### config.mk
export PLATFORM = sky130hd
export DESIGN_NAME = pedal_sensor_calibrate_plausibility
export DESIGN_NICKNAME = d
export VERILOG_FILES = /design/src/design/pscp_pkg.sv /design/src/design/pedal_sensor_calibrate_plausibility.sv
export SDC_FILE = /design/constraint.sdc
export NUM_CORES = 1
export LEC_CHECK = 0
export BUFFER_PORTS_ARGS = -buffer_cell sky130_fd_sc_hd__clkbuf_2
export CAP_MARGIN = 20
export CORE_MARGIN = 1.5
export CORE_UTILIZATION = 60
export DETAILED_ROUTE_END_ITERATION = 10
export GPL_TIMING_DRIVEN = 1
export PLACE_DENSITY_LB_ADDON = 0.1
export SLEW_MARGIN = 20
export SYNTH_ARGS = -nofsm -noshare
export SYNTH_HDL_FRONTEND = slang
export SYNTH_SLANG_ARGS = --single-unit
export TNS_END_PERCENT = 1
### constraint.sdc
create_clock -name clk -period 24.9 [get_ports clk]
set_clock_uncertainty 0.2 [all_clocks]
set_input_delay 2.49 -clock clk [delete_from_list [all_inputs] [get_ports clk]]
set_output_delay 2.49 -clock clk [all_outputs]
set_load 0.05 [all_outputs]
### src/design/pscp_pkg.sv
`timescale 1ns / 1ps
// Package: shared types and constants of the pedal sensor calibration and plausibility block
package pscp_pkg;

	localparam int unsigned CFG_W     = 12;
	localparam int unsigned PCT_W     = 7;
	localparam int unsigned KIND_W    = 2;
	localparam int unsigned CFG_IDX_W = 3;
	localparam int unsigned NCH       = 4;
	localparam int unsigned CH_W      = 2;

	localparam logic [PCT_W-1:0] PCT_FULL  = 7'd100;
	localparam logic [PCT_W-1:0] GAP_LIMIT = 7'd10;
	localparam logic [14:0]      LOW_RESET = 15'h7FFF;

	localparam logic [CFG_W-1:0] OPEN_RESET   = 12'd100;
	localparam logic [CFG_W-1:0] SHORT_RESET  = 12'd4000;
	localparam logic [CFG_W-1:0] THR_MIN_RST  = 12'd500;
	localparam logic [CFG_W-1:0] FB_MIN_RST   = 12'd200;
	localparam logic [CFG_W-1:0] LIGHT_RESET  = 12'd1000;
	localparam logic [PCT_W-1:0] DZ_RESET     = 7'd5;

	typedef enum logic [KIND_W-1:0] {
		KIND_CAL = 2'd0,
		KIND_RUN = 2'd1,
		KIND_DZ  = 2'd2
	} kind_t;

	typedef enum logic [CFG_IDX_W-1:0] {
		CFG_OPEN_LVL  = 3'd0,
		CFG_SHORT_LVL = 3'd1,
		CFG_TA_MIN    = 3'd2,
		CFG_TB_MIN    = 3'd3,
		CFG_FB_MIN    = 3'd4,
		CFG_LIGHT_LVL = 3'd5,
		CFG_THR_DZ    = 3'd6,
		CFG_BRK_DZ    = 3'd7
	} cfg_idx_t;

	typedef enum logic [2:0] {
		ST_IDLE,
		ST_LEARN,
		ST_SETUP,
		ST_DIV,
		ST_STORE,
		ST_FINISH
	} state_t;

endpackage

### src/design/pedal_sensor_calibrate_plausibility.sv
`timescale 1ns / 1ps
// Top level: pedal sensor calibration, scaling and plausibility check
//
// Input channel s_*: one item carries four pedal ADC readings (throttle A,
// throttle B, front brake, rear brake) in s_tdata and the item kind in s_tuser
// (calibration sample, run sample, deadzone event; the unused code is dropped).
// Output channel m_*: one item per calibration or run sample, none otherwise.
// Configuration channel cfg_*: always ready, one register write per cycle.
// One item is in work at a time; s_tready is high only while idle.
// Each channel goes through one shared restoring divider, one quotient bit per
// cycle. Per sensor, a calibration sample takes the steps learn, set-up, 7
// quotient bits and store; a run sample takes the same steps with no learn
// step; an uncalibrated or saturated sensor skips the quotient bits. After the
// last sensor the result is registered and m_tvalid rises; the next item is taken once the block is idle again.
// Deadzone event: set-up, quotient bits and store per sensor, no output item.
// The output register holds a finished item while m_tready is low; the next
// item is still accepted, and its result waits in the last step until the
// register frees.
// Reset: learned minima go to 7FFF hex, maxima to zero, spans to one, and the
// registers to their defaults; no item is in work and m_tvalid is low.
module pedal_sensor_calibrate_plausibility
	import pscp_pkg::*;
#(
	parameter int unsigned ADC_BITS = 12
) (
	input  logic                                      clk,
	input  logic                                      arst_n,
	input  logic                                      s_tvalid,
	output logic                                      s_tready,
	// throttle_a_raw, throttle_b_raw, brake_front_raw, brake_rear_raw, zero fill
	input  logic [((4*ADC_BITS+7)/8)*8-1:0]           s_tdata,
	// kind
	input  logic [KIND_W-1:0]                         s_tuser,
	output logic                                      m_tvalid,
	input  logic                                      m_tready,
	// throttle_a_percent, throttle_b_percent, brake_percent, brake_raw_out,
	// throttle_fault, throttles_calibrated, braking_flag, zero fill
	output logic [((3*PCT_W+ADC_BITS+3+7)/8)*8-1:0]   m_tdata,
	// rear_brake_selected
	output logic [0:0]                                m_tuser,
	input  logic                                      cfg_valid,
	output logic                                      cfg_ready,
	input  logic [CFG_IDX_W-1:0]                      cfg_index,
	input  logic [CFG_W-1:0]                          cfg_data
);

	localparam int unsigned AB    = ADC_BITS;
	localparam int unsigned LW    = (AB > 15) ? AB : 15;
	localparam int unsigned NW    = AB + PCT_W;
	localparam int unsigned QW    = AB + 1;
	localparam int unsigned CNT_W = $clog2(QW);
	localparam int unsigned XW    = (AB > CFG_W) ? AB : CFG_W;
	localparam int unsigned OUT_W = ((3*PCT_W+AB+3+7)/8)*8;

	logic [CFG_W-1:0] open_lvl_q, short_lvl_q, ta_min_q, tb_min_q, fb_min_q, light_lvl_q;
	logic [PCT_W-1:0] thr_dz_q, brk_dz_q;

	state_t state_q, state_d;
	logic [KIND_W-1:0] kind_q;
	logic [CH_W-1:0]   ch_q;
	logic [AB-1:0]     raw_q  [NCH];
	logic [LW-1:0]     low_q  [NCH];
	logic [AB-1:0]     high_q [NCH];
	logic [AB-1:0]     span_q [NCH];
	logic [PCT_W-1:0]  pct_q  [NCH];

	logic [AB-1:0]     div_q, rem_q;
	logic [QW-1:0]     num_q, quo_q;
	logic [CNT_W-1:0]  cnt_q;

	logic              out_valid_q;
	logic [OUT_W-1:0]  out_data_q;
	logic              out_user_q;

	// per-channel view
	logic [AB-1:0] raw_c, hi_c, sp_c;
	logic [LW-1:0] lo_c;
	logic          up_hi, dn_lo;
	logic [AB-1:0] new_hi, new_sp;
	logic [LW-1:0] new_lo;
	logic          uncal, pct_sat;
	logic [AB-1:0] clip_hi, clip, delta;
	logic [NW-1:0] pct_num, dz_num;
	logic [PCT_W-1:0] dz_pct;

	// divider step
	logic [AB:0]   step_t, step_diff;
	logic          step_ge;

	// store step
	logic          dz_skip;
	logic [LW:0]   dz_low;
	logic [PCT_W-1:0] pct_res;

	// result
	logic          rear, fault, cal, braking;
	logic [PCT_W-1:0] bsel_pct, gap;
	logic [AB-1:0] bsel_raw;

	// control
	logic dz_mode, last_ch, out_free, in_take, do_learn, do_setup, do_div, do_store, out_load;
	logic setup_div;

	assign raw_c = raw_q[ch_q];
	assign lo_c  = low_q[ch_q];
	assign hi_c  = high_q[ch_q];
	assign sp_c  = span_q[ch_q];

	always_comb begin
		up_hi  = raw_c > hi_c;
		dn_lo  = !up_hi && (LW'(raw_c) < lo_c);
		new_hi = up_hi ? raw_c : hi_c;
		new_lo = dn_lo ? LW'(raw_c) : lo_c;
		new_sp = (LW'(new_hi) > new_lo) ? AB'(LW'(new_hi) - new_lo) : sp_c;
	end

	always_comb begin
		uncal   = (LW'(hi_c) <= lo_c) || (sp_c == '0);
		clip_hi = (raw_c > hi_c) ? hi_c : raw_c;
		clip    = (LW'(clip_hi) < lo_c) ? lo_c[AB-1:0] : clip_hi;
		delta   = clip - lo_c[AB-1:0];
		pct_num = NW'(delta) * NW'(PCT_FULL);
		pct_sat = pct_num >= {sp_c, {PCT_W{1'b0}}};
		dz_pct  = ch_q[1] ? brk_dz_q : thr_dz_q;
		dz_num  = NW'(sp_c) * NW'(dz_pct);
	end

	always_comb begin
		step_t    = {rem_q, num_q[QW-1]};
		step_diff = step_t - {1'b0, div_q};
		step_ge   = step_t >= {1'b0, div_q};
	end

	always_comb begin
		dz_skip = quo_q >= QW'(sp_c);
		dz_low  = (LW+1)'(lo_c) + (LW+1)'(quo_q);
		pct_res = (quo_q > QW'(PCT_FULL)) ? PCT_FULL : quo_q[PCT_W-1:0];
	end

	always_comb begin
		rear     = (XW'(span_q[2]) < XW'(fb_min_q)) || (pct_q[3] > pct_q[2]);
		bsel_pct = rear ? pct_q[3] : pct_q[2];
		bsel_raw = rear ? raw_q[3] : raw_q[2];
		gap      = (pct_q[0] > pct_q[1]) ? pct_q[0] - pct_q[1] : pct_q[1] - pct_q[0];
		fault    = (gap > GAP_LIMIT)
			|| (XW'(raw_q[0]) < XW'(open_lvl_q)) || (XW'(raw_q[0]) > XW'(short_lvl_q))
			|| (XW'(raw_q[1]) < XW'(open_lvl_q)) || (XW'(raw_q[1]) > XW'(short_lvl_q));
		cal      = (XW'(span_q[0]) > XW'(ta_min_q)) && (XW'(span_q[1]) > XW'(tb_min_q));
		braking  = XW'(bsel_raw) > XW'(light_lvl_q);
	end

	// next state
	always_comb begin
		state_d = state_q;
		unique case (state_q)
			ST_IDLE: begin
				if (s_tvalid) begin
					priority if (s_tuser == KIND_CAL) begin
						state_d = ST_LEARN;
					end else if ((s_tuser == KIND_RUN) || (s_tuser == KIND_DZ)) begin
						state_d = ST_SETUP;
					end else begin
						state_d = ST_IDLE;
					end
				end
			end
			ST_LEARN: begin
				state_d = ST_SETUP;
			end
			ST_SETUP: begin
				state_d = setup_div ? ST_DIV : ST_STORE;
			end
			ST_DIV: begin
				if (cnt_q == '0) begin
					state_d = ST_STORE;
				end
			end
			ST_STORE: begin
				priority if (last_ch) begin
					state_d = dz_mode ? ST_IDLE : ST_FINISH;
				end else if (kind_q == KIND_CAL) begin
					state_d = ST_LEARN;
				end else begin
					state_d = ST_SETUP;
				end
			end
			ST_FINISH: begin
				if (out_free) begin
					state_d = ST_IDLE;
				end
			end
			default: begin
				state_d = ST_IDLE;
			end
		endcase
	end

	// control outputs
	always_comb begin
		dz_mode   = kind_q == KIND_DZ;
		last_ch   = ch_q == CH_W'(NCH-1);
		out_free  = !out_valid_q || m_tready;
		setup_div = dz_mode || (!uncal && !pct_sat);
		s_tready  = state_q == ST_IDLE;
		in_take   = s_tvalid && (state_q == ST_IDLE);
		do_learn  = state_q == ST_LEARN;
		do_setup  = state_q == ST_SETUP;
		do_div    = state_q == ST_DIV;
		do_store  = state_q == ST_STORE;
		out_load  = (state_q == ST_FINISH) && out_free;
	end

	assign cfg_ready = 1'b1;
	assign m_tvalid  = out_valid_q;
	assign m_tdata   = out_data_q;
	assign m_tuser   = out_user_q;

	always_ff @(posedge clk or negedge arst_n) begin
		if (!arst_n) begin
			open_lvl_q  <= OPEN_RESET;
			short_lvl_q <= SHORT_RESET;
			ta_min_q    <= THR_MIN_RST;
			tb_min_q    <= THR_MIN_RST;
			fb_min_q    <= FB_MIN_RST;
			light_lvl_q <= LIGHT_RESET;
			thr_dz_q    <= DZ_RESET;
			brk_dz_q    <= DZ_RESET;
		end else if (cfg_valid) begin
			unique case (cfg_index)
				CFG_OPEN_LVL:  open_lvl_q  <= cfg_data;
				CFG_SHORT_LVL: short_lvl_q <= cfg_data;
				CFG_TA_MIN:    ta_min_q    <= cfg_data;
				CFG_TB_MIN:    tb_min_q    <= cfg_data;
				CFG_FB_MIN:    fb_min_q    <= cfg_data;
				CFG_LIGHT_LVL: light_lvl_q <= cfg_data;
				CFG_THR_DZ:    thr_dz_q    <= cfg_data[PCT_W-1:0];
				CFG_BRK_DZ:    brk_dz_q    <= cfg_data[PCT_W-1:0];
				default: ;
			endcase
		end
	end

	always_ff @(posedge clk or negedge arst_n) begin
		if (!arst_n) begin
			state_q     <= ST_IDLE;
			ch_q        <= '0;
			out_valid_q <= 1'b0;
			for (int i = 0; i < NCH; i++) begin
				low_q[i]  <= LW'(LOW_RESET);
				high_q[i] <= '0;
				span_q[i] <= AB'(1);
			end
		end else begin
			state_q <= state_d;
			if (in_take) begin
				ch_q <= '0;
			end else if (do_store) begin
				ch_q <= ch_q + CH_W'(1);
			end
			if (do_learn) begin
				low_q[ch_q]  <= new_lo;
				high_q[ch_q] <= new_hi;
				span_q[ch_q] <= new_sp;
			end
			if (do_store && dz_mode && !dz_skip) begin
				low_q[ch_q]  <= (dz_low > (LW+1)'(LOW_RESET)) ? LW'(LOW_RESET) : dz_low[LW-1:0];
				span_q[ch_q] <= sp_c - quo_q[AB-1:0];
			end
			if (out_load) begin
				out_valid_q <= 1'b1;
			end else if (m_tready) begin
				out_valid_q <= 1'b0;
			end
		end
	end

	always_ff @(posedge clk) begin
		if (in_take) begin
			kind_q <= s_tuser;
			for (int i = 0; i < NCH; i++) begin
				raw_q[i] <= s_tdata[i*AB +: AB];
			end
		end
		if (do_setup) begin
			priority if (dz_mode) begin
				quo_q <= '0;
				div_q <= AB'(PCT_FULL);
				rem_q <= AB'(dz_num[NW-1:QW]);
				num_q <= dz_num[QW-1:0];
				cnt_q <= CNT_W'(QW-1);
			end else if (uncal) begin
				quo_q <= '0;
			end else if (pct_sat) begin
				quo_q <= QW'(PCT_FULL);
			end else begin
				quo_q <= '0;
				div_q <= sp_c;
				rem_q <= pct_num[NW-1:PCT_W];
				num_q <= {pct_num[PCT_W-1:0], {(QW-PCT_W){1'b0}}};
				cnt_q <= CNT_W'(PCT_W-1);
			end
		end
		if (do_div) begin
			rem_q <= step_ge ? step_diff[AB-1:0] : step_t[AB-1:0];
			num_q <= {num_q[QW-2:0], 1'b0};
			quo_q <= {quo_q[QW-2:0], step_ge};
			cnt_q <= cnt_q - CNT_W'(1);
		end
		if (do_store && !dz_mode) begin
			pct_q[ch_q] <= pct_res;
		end
		if (out_load) begin
			out_data_q <= OUT_W'({braking, cal, fault, bsel_raw, bsel_pct, pct_q[1], pct_q[0]});
			out_user_q <= rear;
		end
	end

endmodule

Word level (Yosys, flattened, before mapping)
Memory sizes are Yosys's and may differ from the RTL's.
Cells that the tools add are included.
Word-level totals
  flip-flop bits (word level): 341
  latch bits: 0
  memory bits (writable): 76
  memory bits (read-only): 0
  output and inout port bits: 44
  memories kept: 2
Memory list
  raw_q: words 4, bits a word 12, read ports 5, clocked after Yosys merged registers in 0, wr ports 4, line pedal_sensor_calibrate_plausibility.sv:61  | logic [AB-1:0] raw_q [NCH];
  pct_q: words 4, bits a word 7, read ports 4, clocked after Yosys merged registers in 0, wr ports 1, line pedal_sensor_calibrate_plausibility.sv:65  | logic [PCT_W-1:0] pct_q [NCH];
Cells by class
  add/subtract/negate cells: 9
  $mul: 2
  div/mod/pow operators: 0
  order comparisons: 23
  equality and inequality tests: 23
  shift operators: 0
  mux-type cells: 74
  bitwise operators: 1
  reduce and logical (&&, ||, !) cells: 44
Operators by type and width (number)
  2-to-1 mux 12 bit: 18
  bitwise mux 48 bit: 3
  bitwise mux 60 bit: 2
  2-to-1 mux 60 bit: 2
  2-to-1 mux 48 bit: 2
  2-to-1 mux 13 bit: 7
  2-to-1 mux 15 bit: 5
  > comparator 12 bit: 6
  2-to-1 mux 7 bit: 7
  binary-select mux 12 bit (select 2 bit): 2
  subtractor 12 bit: 4
  less-than comparator 12 bit: 3
  binary-select mux 15 bit (select 2 bit): 1
  demux 15 bit (select 2 bit): 1
  less-than comparator 12 x 15 -> 1 bit: 2
  greater-or-equal comparator 13 x 12 -> 1 bit: 2
  demux 12 bit (select 2 bit): 1
  2-to-1 mux 4 bit: 5
  greater-or-equal comparator 19 bit: 1
  multiplier 12 x 7 -> 19 bit: 1
  == test 3 bit (second input constant): 6
  2-to-1 mux 3 bit: 6
  one-hot mux 3 bit (6 select lines): 1
  multiplier 12 x 5 -> 17 bit (second input constant): 1
  32 further kinds: 87

Depth between registers and ports, before layout
Gate-level depths: netlist (run 1).
  word-level depth: 16
  depth in mapped cells: 53
  gate-level depth less buffers: 49

Least setup slack after synthesis (run 1)
OpenSTA, ideal clock, no wires.
  kind: register to register
  start point: register ch_q[0]
  end point: register cnt_q[0], enable pin
  library setup time: 0.383 ns
  data arrival time: 10.679 ns
  required time: 24.317 ns
  slack: 13.639 ns
  stages on the path, launching flop included: 53
  clock period less this slack: 11.261 ns
  cell sequence: dfrtp_1 -> buf_6 -> buf_6 -> buf_6 -> buf_2 -> mux4_2 -> ha_1 -> nor2b_1 -> o211ai_1 -> a211o_1 -> a31o_2 -> clkbuf_1 -> nand2_1 -> o21ai_0 -> ha_1 -> a21o_1 -> a21o_1 -> a21oi_1 -> [... 17 more ...] -> fa_1 -> inv_1 -> ha_1 -> nor3_1 -> o211ai_1 -> a31oi_1 -> nor2b_1 -> o21ai_0 -> nor2b_1 -> xnor2_1 -> ha_1 -> a21oi_1 -> nand2b_1 -> o311ai_0 -> a21oi_1 -> o21ai_1 -> o21ai_0 -> inv_1
Between the ends
  cells in the longest elaborated chain, start to end: 13
  elaborated cells on any way between the ends: 24
  classes of those cells: add/sub (1); mul (1); order compare (4); eq/ne (2); mux (11); bitwise (1); reduce/logical (3); memory (1)
RTL lines
  start: declaration: line pedal_sensor_calibrate_plausibility.sv:60  | logic [CH_W-1:0] ch_q;
  start signal: assignment: line pedal_sensor_calibrate_plausibility.sv:258  | ch_q <= ch_q + CH_W'(1);
  NOT 2 -> 3 bit (not written as such): line pedal_sensor_calibrate_plausibility.sv:105, pedal_sensor_calibrate_plausibility.sv:106, pedal_sensor_calibrate_plausibility.sv:107
  binary-select mux 12 bit (select 2 bit): line pedal_sensor_calibrate_plausibility.sv:106  | assign hi_c = high_q[ch_q];
  2-to-1 mux 12 bit (not written as such) (2 in a row): line pedal_sensor_calibrate_plausibility.sv:106
  > comparator 12 bit: line pedal_sensor_calibrate_plausibility.sv:119  | clip_hi = (raw_c > hi_c) ? hi_c : raw_c;
  2-to-1 mux 12 bit: line pedal_sensor_calibrate_plausibility.sv:119
  less-than comparator 12 x 15 -> 1 bit: line pedal_sensor_calibrate_plausibility.sv:120  | clip = (LW'(clip_hi) < lo_c) ? lo_c[AB-1:0] : clip_hi;
  2-to-1 mux 12 bit: line pedal_sensor_calibrate_plausibility.sv:120
  subtractor 12 bit: line pedal_sensor_calibrate_plausibility.sv:121  | delta = clip - lo_c[AB-1:0];
  multiplier 12 x 5 -> 17 bit: line pedal_sensor_calibrate_plausibility.sv:122  | pct_num = NW'(delta) * NW'(PCT_FULL);
  greater-or-equal comparator 19 bit: line pedal_sensor_calibrate_plausibility.sv:123  | pct_sat = pct_num >= {sp_c, {PCT_W{1'b0}}};
  inequality test 3 x 1 -> 1 bit (no line)
  AND reduction 3 bit (no line) *
  end signal: assignment: line pedal_sensor_calibrate_plausibility.sv:290  | cnt_q <= CNT_W'(QW-1);
  end signal: assignment: line pedal_sensor_calibrate_plausibility.sv:300  | cnt_q <= CNT_W'(PCT_W-1);
  end signal: assignment: line pedal_sensor_calibrate_plausibility.sv:307  | cnt_q <= cnt_q - CNT_W'(1);
  end: declaration: line pedal_sensor_calibrate_plausibility.sv:69  | logic [CNT_W-1:0] cnt_q;
Every way passes the cells marked *; elsewhere a longest branch is shown, timed or not. The select of a mux whose other input is x is not followed.
A chain may end at the register's enable or synchronous reset.

Final worst setup path (run 1)
Same ends and word-level chain as after synthesis.

==> results.tsv, run 1 <==
stage	metric	value	unit
run	number of max-cap violations	0	
synth	Synth area leaders	edfxtp_1 17%, ha_1 14%, dfrtp_1 13%	
clocking	CTS H-tree depth	2	
hold_path	Worst Hold Depth	0	
synth	share of Yosys cell area claimed by the top area cell type	17.2	%
placed_design	placed cell count	3512	
setup_path	Crit path largest cell delay	0.85	ns
final_layout	area of the multi-input gates	16400	µm²
setup_path	most frequent cell on the critical path	ha_1	
placed_design	DP Area	30400	µm²
synth	Synth Warn #	0	
detailed_routing	Routed WL	86300	µm
setup_path	reg2reg path depth	46	
clocking	Clock Latency Late Sink	0.61	ns
setup_path	CP Launch Point	ch_q[0]$_DFFE_PN0P_	
final_layout	FF+latch area	11400	µm²
synth	Cell Area, Synth	29400	µm²
final_layout	Fillers	3806	
setup_path	cell count along the critical path	46	
floorplanning	Rows	80	
clocking	CTS resizes	0	
detailed_routing	vias	22979	
detailed_routing	drt drc	0	
detailed_routing	TritonRoute pass-1 iters	6	
clocking	CTS tree	yes	
placed_design	RD Place Congestion	0.951	
setup_path	CP bufs+invs	5	
clocking	CTS root buf	clkbuf_16	
setup_path	largest fanout on the critical path	30	
setup_path	critical path class	reg2reg	
detailed_routing	antenna viol nets, final	0	
status	status	completed	
setup_path	critical path data arrival time	13.28	ns
setup_path	reg2reg end	cnt_q[0]$_SDFFCE_PN0P_	
detailed_routing	WL met2	40300	µm
final_layout	share of layout cells above drive strength 1	15.9	%
final_layout	Final Util	66.6	%
setup_path	startpoint type of the worst setup path	flip-flop	
detailed_routing	max layer used	met5	
synth	area leader, netlist	edfxtp_1	
placed_design	HPWL Detailed	64600	µm
final_layout	commonest non-fill, non-tap cell in the layout	ha_1	
clocking	post-CTS setup buffers	0	
sta	Worst-Margin Slew	1.08	ns
floorplanning	Boundary Pins	114	
floorplanning	core area	48000	µm²
sta	slew margin rel.	28.1	%
setup_path	Critical Path End	cnt_q[0]$_SDFFCE_PN0P_	
global_routing	largest net degree at the start of global routing	97	
floorplanning	DIE AREA	50300	µm²
sta	setup_tns	0	ns
global_routing	antenna violations before repair	2	
setup_path	WP data required	25.01	ns
setup_path	worst reg2reg startpoint	ch_q[0]$_DFFE_PN0P_	
synth	share of flip-flops with an asynchronous set or reset	59.5	%
final_layout	Final Instance Area	32000	µm²
floorplanning	Die H	224	µm
detailed_routing	Iteration-0 DRC Markers	1791	
synth	cell count after synthesis	2889	
clocking	Clock transition at path regs	0.06	ns
setup_path	family with the most delay on the worst path	compound AO/OA/AOI/OAI gates	
detailed_routing	drt wl/cell	24.0	µm
synth	number of synthesized flops with an enable pin	168	
detailed_routing	routed vias/inst	6.38	
global_routing	vias in the first global route	23173	
sta	Max Clock Freq	76.0	MHz
setup_path	Reg2Reg Setup Slack	11.74	ns
sta	# setup viols final	0	
sta	period utilisation layout	52.9	%
detailed_routing	routed wl met3	7300	µm
global_routing	first-pass GRT wire length	133000	µm
sta	min cycle time layout	13.16	ns
final_layout	Layout Cells excl Fill	3602	
sta	RSZ-0062 raised after global routing	no	
floorplanning	Die X-Extent	224	µm
final_layout	Synth-to-Final Area Change	8.89	%
global_routing	Overall Global Routing Usage	34.8	%
final_layout	most frequent cells in the layout	326 x ha_1, 299 x nand2_1, 278 x inv_1	
sta	Final Hold Fails	0	
setup_path	Critical Path Sink Type	flip-flop	
synth	sequential fraction of the synthesis area	38.8	%
clocking	CTS max path bufs	3	
synth	Synth Register Bits	417	
floorplanning	Initial Utilization	61.1	%
placed_design	I/O Buffers	108	
final_layout	Layout Nets	3406	
clocking	total CTS buffers	46	
setup_path	CP max stage cell	dfrtp_4	
clocking	CTS Hold Bufs	0	
hold_path	Hold Path Class	reg2reg	
global_routing	GRT Residual Overflow	0	
clocking	clk sinks	417	
synth	Avg Cell Area, Syn	10.2	µm²
synth	Main synth FF type	edfxtp_1	
synth	distinct cell type count of the synthesized netlist	82	
sta	Slew Viols, Final	0	
detailed_routing	met1 WL	35300	µm
[registers in the layout, summed over array words and instances (netlist names), 13 cells and up]
| register | flops |
|---|---|
| pct_q | 28 |
| raw_q | 48 |
| high_q | 48 |
| num_q | 13 |
| quo_q | 13 |
| low_q | 60 |
| span_q | 48 |
| m_tdata | 36 |
[per-stage QoR]
stage	worst slack (ns)	hold slack (ns)
after floorplan	13.64	0.226
after global placement	11.67	0.248
after detailed placement	11.46	0.246
after CTS	11.42	0.259
after global routing	10.56	0.273
final	11.74	0.254
[cell usage after synthesis (33+ instances only)]
| library cell | number |
|---|---|
| ha_1 | 326 |
| nand2_1 | 303 |
| inv_1 | 279 |
| a21oi_1 | 180 |
| o21ai_0 | 174 |
| edfxtp_1 | 168 |
| nor2_1 | 152 |
| dfrtp_1 | 150 |
| dfstp_2 | 98 |
| mux2_2 | 88 |
| clkbuf_1 | 83 |
| fa_1 | 62 |
| nor3_1 | 57 |
| xnor2_1 | 56 |
| a21o_1 | 55 |
| mux2i_1 | 54 |
| mux4_2 | 46 |
| o32ai_1 | 44 |
| and2_1 | 38 |
| a211oi_1 | 33 |
| nor2b_1 | 33 |
[worst reg2reg max path: cells and delay by family, from the launching register on]
family | cells | cell delay [ns]
AOI/OAI and AO/OA | 18 | 4.56
xor gates and xnor gates | 2 | 0.46
adders and majority gates | 9 | 2.97
buffers and inverters | 5 | 1.33
DFF | 1 | 0.85
muxes | 2 | 0.89
and+or+nand+nor | 10 | 1.61
[kinds of logic after synthesis]
logic type | synth area share [%]
AO/OA/AOI/OAI | 14.8
XOR/XNOR | 2.24
AND/OR/NAND/NOR | 11.5
multiplexers | 9.01
buffers and inverters | 5.55
other | 0.0256
flip-flops | 38.8
adder cells (fa/ha/maj) | 18.1
[layer usage]
metal	vias to the layer above	track usage, %
li1	10468	-
met1	11354	45.8
met2	941	57.1
met3	214	7.35
met4	2	12.8
met5	-	0
[final cells by class]
type	count	area share (%)
Tap cell	615	2.41
Clock buffer	59	3.85
Inverter	283	3.32
Timing Repair Buffer	134	2.41
Sequential cell	417	35.6
Multi-Input combinational cell	2066	51.4
Antenna cell	1	0.00782
Clock inverter	27	0.982
[worst min-delay path by stage]
stage	from	end	slack, ns
final	pct_q[1][6]$_DFFE_PP_	m_tdata[13]$_DFFE_PP_	0.25
after global routing	pct_q[1][6]$_DFFE_PP_	m_tdata[13]$_DFFE_PP_	0.27
after CTS	pct_q[1][6]$_DFFE_PP_	m_tdata[13]$_DFFE_PP_	0.26
after detailed placement	pct_q[1][6]$_DFFE_PP_	m_tdata[13]$_DFFE_PP_	0.25
after global placement	pct_q[1][6]$_DFFE_PP_	m_tdata[13]$_DFFE_PP_	0.25
after floorplan	pct_q[1][6]$_DFFE_PP_	m_tdata[13]$_DFFE_PP_	0.23
Power of run 1 is not shown: default switching activity piles up to over one toggle a cycle in this logic, so the estimate is an artifact.
==> run 2, diff against run 1 <==
--- a/config.mk
+++ b/config.mk
@@ -5,10 +5,11 @@
 export SDC_FILE = /design/constraint.sdc
 export NUM_CORES = 1
 export LEC_CHECK = 0
+export ABC_AREA = 1
 export BUFFER_PORTS_ARGS = -buffer_cell sky130_fd_sc_hd__clkbuf_2
 export CAP_MARGIN = 20
 export CORE_MARGIN = 1.5
-export CORE_UTILIZATION = 60
+export CORE_UTILIZATION = 58
 export DETAILED_ROUTE_END_ITERATION = 10
 export GPL_TIMING_DRIVEN = 1
 export PLACE_DENSITY_LB_ADDON = 0.1
==> constraint.sdc (replaced) <==
create_clock -name clk -period 11.35 [get_ports clk]
set_clock_uncertainty 0.2 [all_clocks]
set_input_delay 1.135 -clock clk [delete_from_list [all_inputs] [get_ports clk]]
set_output_delay 1.135 -clock clk [all_outputs]
set_load 0.05 [all_outputs]
==> results.tsv, run 2 <==
stage	metric	value	unit	change
status	status	completed		
detailed_routing	Routed WL	90600	µm	+5.0%
synth	Synth Register Bits	417		unchanged
floorplanning	Initial Utilization	58.5	%	-2.7 points
hold_path	Hold Path Class	reg2reg		
floorplanning	Rows	84		+5.0%
synth	share of flip-flops with an asynchronous set or reset	59.5	%	unchanged
global_routing	largest net degree at the start of global routing	121		+25%
clocking	total CTS buffers	49		+6.5%
detailed_routing	vias	26611		+16%
sta	Final Hold Fails	0		unchanged
global_routing	Overall Global Routing Usage	33.8	%	-1.0 points
sta	slew margin rel.	24.9	%	-3.2 points
final_layout	most frequent cells in the layout	837 x nand2_1, 470 x inv_1, 398 x a21oi_1		
synth	share of Yosys cell area claimed by the top area cell type	16.5	%	-0.69 points
detailed_routing	Iteration-0 DRC Markers	2522		+41%
run	number of max-cap violations	0		unchanged
placed_design	I/O Buffers	108		unchanged
global_routing	first-pass GRT wire length	142000	µm	+6.1%
hold_path	Worst Hold Depth	0		unchanged
synth	Main synth FF type	edfxtp_1		
final_layout	ANT cells	0		-1
global_routing	antenna violations before repair	1		-1
setup_path	Crit path largest cell delay	0.51	ns	-0.34 ns
clocking	CTS max path bufs	3		unchanged
clocking	Clock transition at path regs	0.06	ns	about the same
clocking	CTS root buf	clkbuf_16		
synth	area leader, netlist	edfxtp_1		
final_layout	max reg flops	60		unchanged
synth	distinct cell type count of the synthesized netlist	66		-20%
synth	sequential fraction of the synthesis area	37.2	%	-1.6 points
synth	number of synthesized flops with an enable pin	168		unchanged
detailed_routing	antenna viol nets, final	0		unchanged
final_layout	commonest non-fill, non-tap cell in the layout	nand2_1		
detailed_routing	routed vias/inst	5.83		-8.5%
final_layout	Synth-to-Final Area Change	8.73	%	
sta	Max Clock Freq	94.3	MHz	+24%
detailed_routing	drt wl/cell	19.9	µm	-17%
clocking	CTS tree	yes		
detailed_routing	TritonRoute pass-1 iters	6		unchanged
clocking	clk sinks	417		unchanged
synth	Avg Cell Area, Syn	8.11	µm²	-20%
setup_path	Critical Path Sink Type	flip-flop		
global_routing	GRT Residual Overflow	0		unchanged
setup_path	reg2reg path depth	54		+17%
sta	setup_tns	0	ns	unchanged
global_routing	vias in the first global route	25268		+9.0%
sta	Slew Viols, Final	0		unchanged
clocking	CTS H-tree depth	2		unchanged
synth	Cell Area, Synth	30600	µm²	+4.2%
synth	Synth Warn #	0		unchanged
placed_design	HPWL Detailed	65700	µm	+1.7%
floorplanning	Die X-Extent	233	µm	+3.8%
detailed_routing	drt drc	0		unchanged
sta	period utilisation layout	93.4	%	+41 points
final_layout	largest reg by FF count	low_q		
setup_path	WP data required	11.41	ns	-13.60 ns
floorplanning	Boundary Pins	114		unchanged
synth	Synth area leaders	edfxtp_1 16%, ha_1 13%, dfrtp_1 12%		
placed_design	RD Place Congestion	0.949		-0.19%
synth	commonest cells in the synthesized netlist	838 x nand2_1, 471 x inv_1, 399 x a21oi_1		
sta	RSZ-0062 raised after global routing	no		
setup_path	critical path data arrival time	10.66	ns	-2.62 ns
setup_path	largest fanout on the critical path	90		+200%
setup_path	critical path class	reg2reg		
floorplanning	core area	52300	µm²	+8.9%
setup_path	startpoint type of the worst setup path	flip-flop		
sta	# setup viols final	0		unchanged
final_layout	share of layout cells above drive strength 1	10.8	%	-5.1 points
synth	count leader, synth	nand2_1		
floorplanning	DIE AREA	54100	µm²	+7.7%
setup_path	most frequent cell on the critical path	nand2_1		
clocking	Clock Latency Late Sink	0.62	ns	about the same
sta	Worst-Margin Slew	1.13	ns	+0.0471 ns
synth	cell count after synthesis	3772		+31%
sta	min cycle time layout	10.60	ns	-2.57 ns
final_layout	Layout Nets	4290		+26%
setup_path	CP max stage cell	fa_1		
floorplanning	Die H	233	µm	+3.8%
clocking	post-CTS setup buffers	0		unchanged
==> run 2: cell types whose count changed in the layout (fill, tap and decap cells not counted), sizes merged, moves of 101 or more <==
cell   delta
nand2   +561
a21oi   +216
inv     +199
nand3   +153
nor2    +139
o21ai   +101
==> run 2: per-layer routing <==
metal  routed length (µm)  vias to the layer above  track usage [%]
met1                39300                    12578             46.1
met5                    0                        -                0
met2                40700                     1105             54.4
met4                 3510                        0             12.6
met3                 7100                      230             5.09
li1                     -                    12698                -
==> run 2: final timing paths <==
kind	from	slack [ns]	to
min	pct_q[1][6]$_DFFE_PP_	0.27	m_tdata[13]$_DFFE_PP_
min reg2reg	pct_q[1][6]$_DFFE_PP_	0.27	m_tdata[13]$_DFFE_PP_
min in group asynchronous	arst_n	0.37	open_lvl_q[7]$_DFFE_PN0P_
max	ch_q[0]$_DFFE_PN0P_	0.75	rem_q[4]$_DFFE_PP_
max reg2reg	ch_q[0]$_DFFE_PN0P_	0.75	rem_q[4]$_DFFE_PP_
max in group asynchronous	arst_n	8.31	thr_dz_q[3]$_DFFE_PN0P_
==> run 2: kinds of logic after synthesis <==
logic type                 Yosys count  synth area share (%)
adders and majority gates          388                  17.4
and+or+nand+nor                   1436                  19.7
AOI/OAI and AO/OA                  822                  15.2
other                                2                0.0245
xor gates and xnor gates            69                  1.97
buffers and inverters              638                  8.49
DFF                                417                  37.2
==> run 2: final cells by class <==
cell class	instances	area, µm²
clock buffers	68	1370
clock inverters	24	198
fillers	4641	19100
inverters	492	1850
multi-input cells	2720	16700
flip-flops and latches	417	11400
well taps	688	861
repair buffers	152	917
==> run 2: through the flow <==
| step | instances | cell area (µm²) | utilization, % | setup WS (ns) | hold WS [ns] |
|---|---|---|---|---|---|
| global route | 4561 | 33300 | 63.6 | 0.0392 | 0.277 |
| global placement | 4468 | 31700 | 60.5 | 0.915 | 0.262 |
| CTS | 4561 | 33300 | 63.5 | 0.601 | 0.277 |
| floorplan | 3775 | 30600 | - | 0.267 | 0.226 |
| detailed placement | 4469 | 31700 | 60.5 | 0.665 | 0.264 |
| finish | 4561 | 33300 | 63.6 | 0.751 | 0.271 |
==> run 2: worst max-delay path: cells and delay by family (launching register included) <==
kind,cells,cell delay [ns]
xor gates and xnor gates,1,0.39
AOI/OAI and AO/OA,16,3.08
adders and majority gates,8,2.72
buffers and inverters,10,1.33
DFF,1,0.48
and+or+nand+nor,19,1.97
==> run 2: what timing repair did <==
item                       in CTS  in global routing
setup endpoints to repair       0                 40
hold buffers                    0                  0
gates resized for setup         0                  4
Power of run 2 is left out for the same reason.
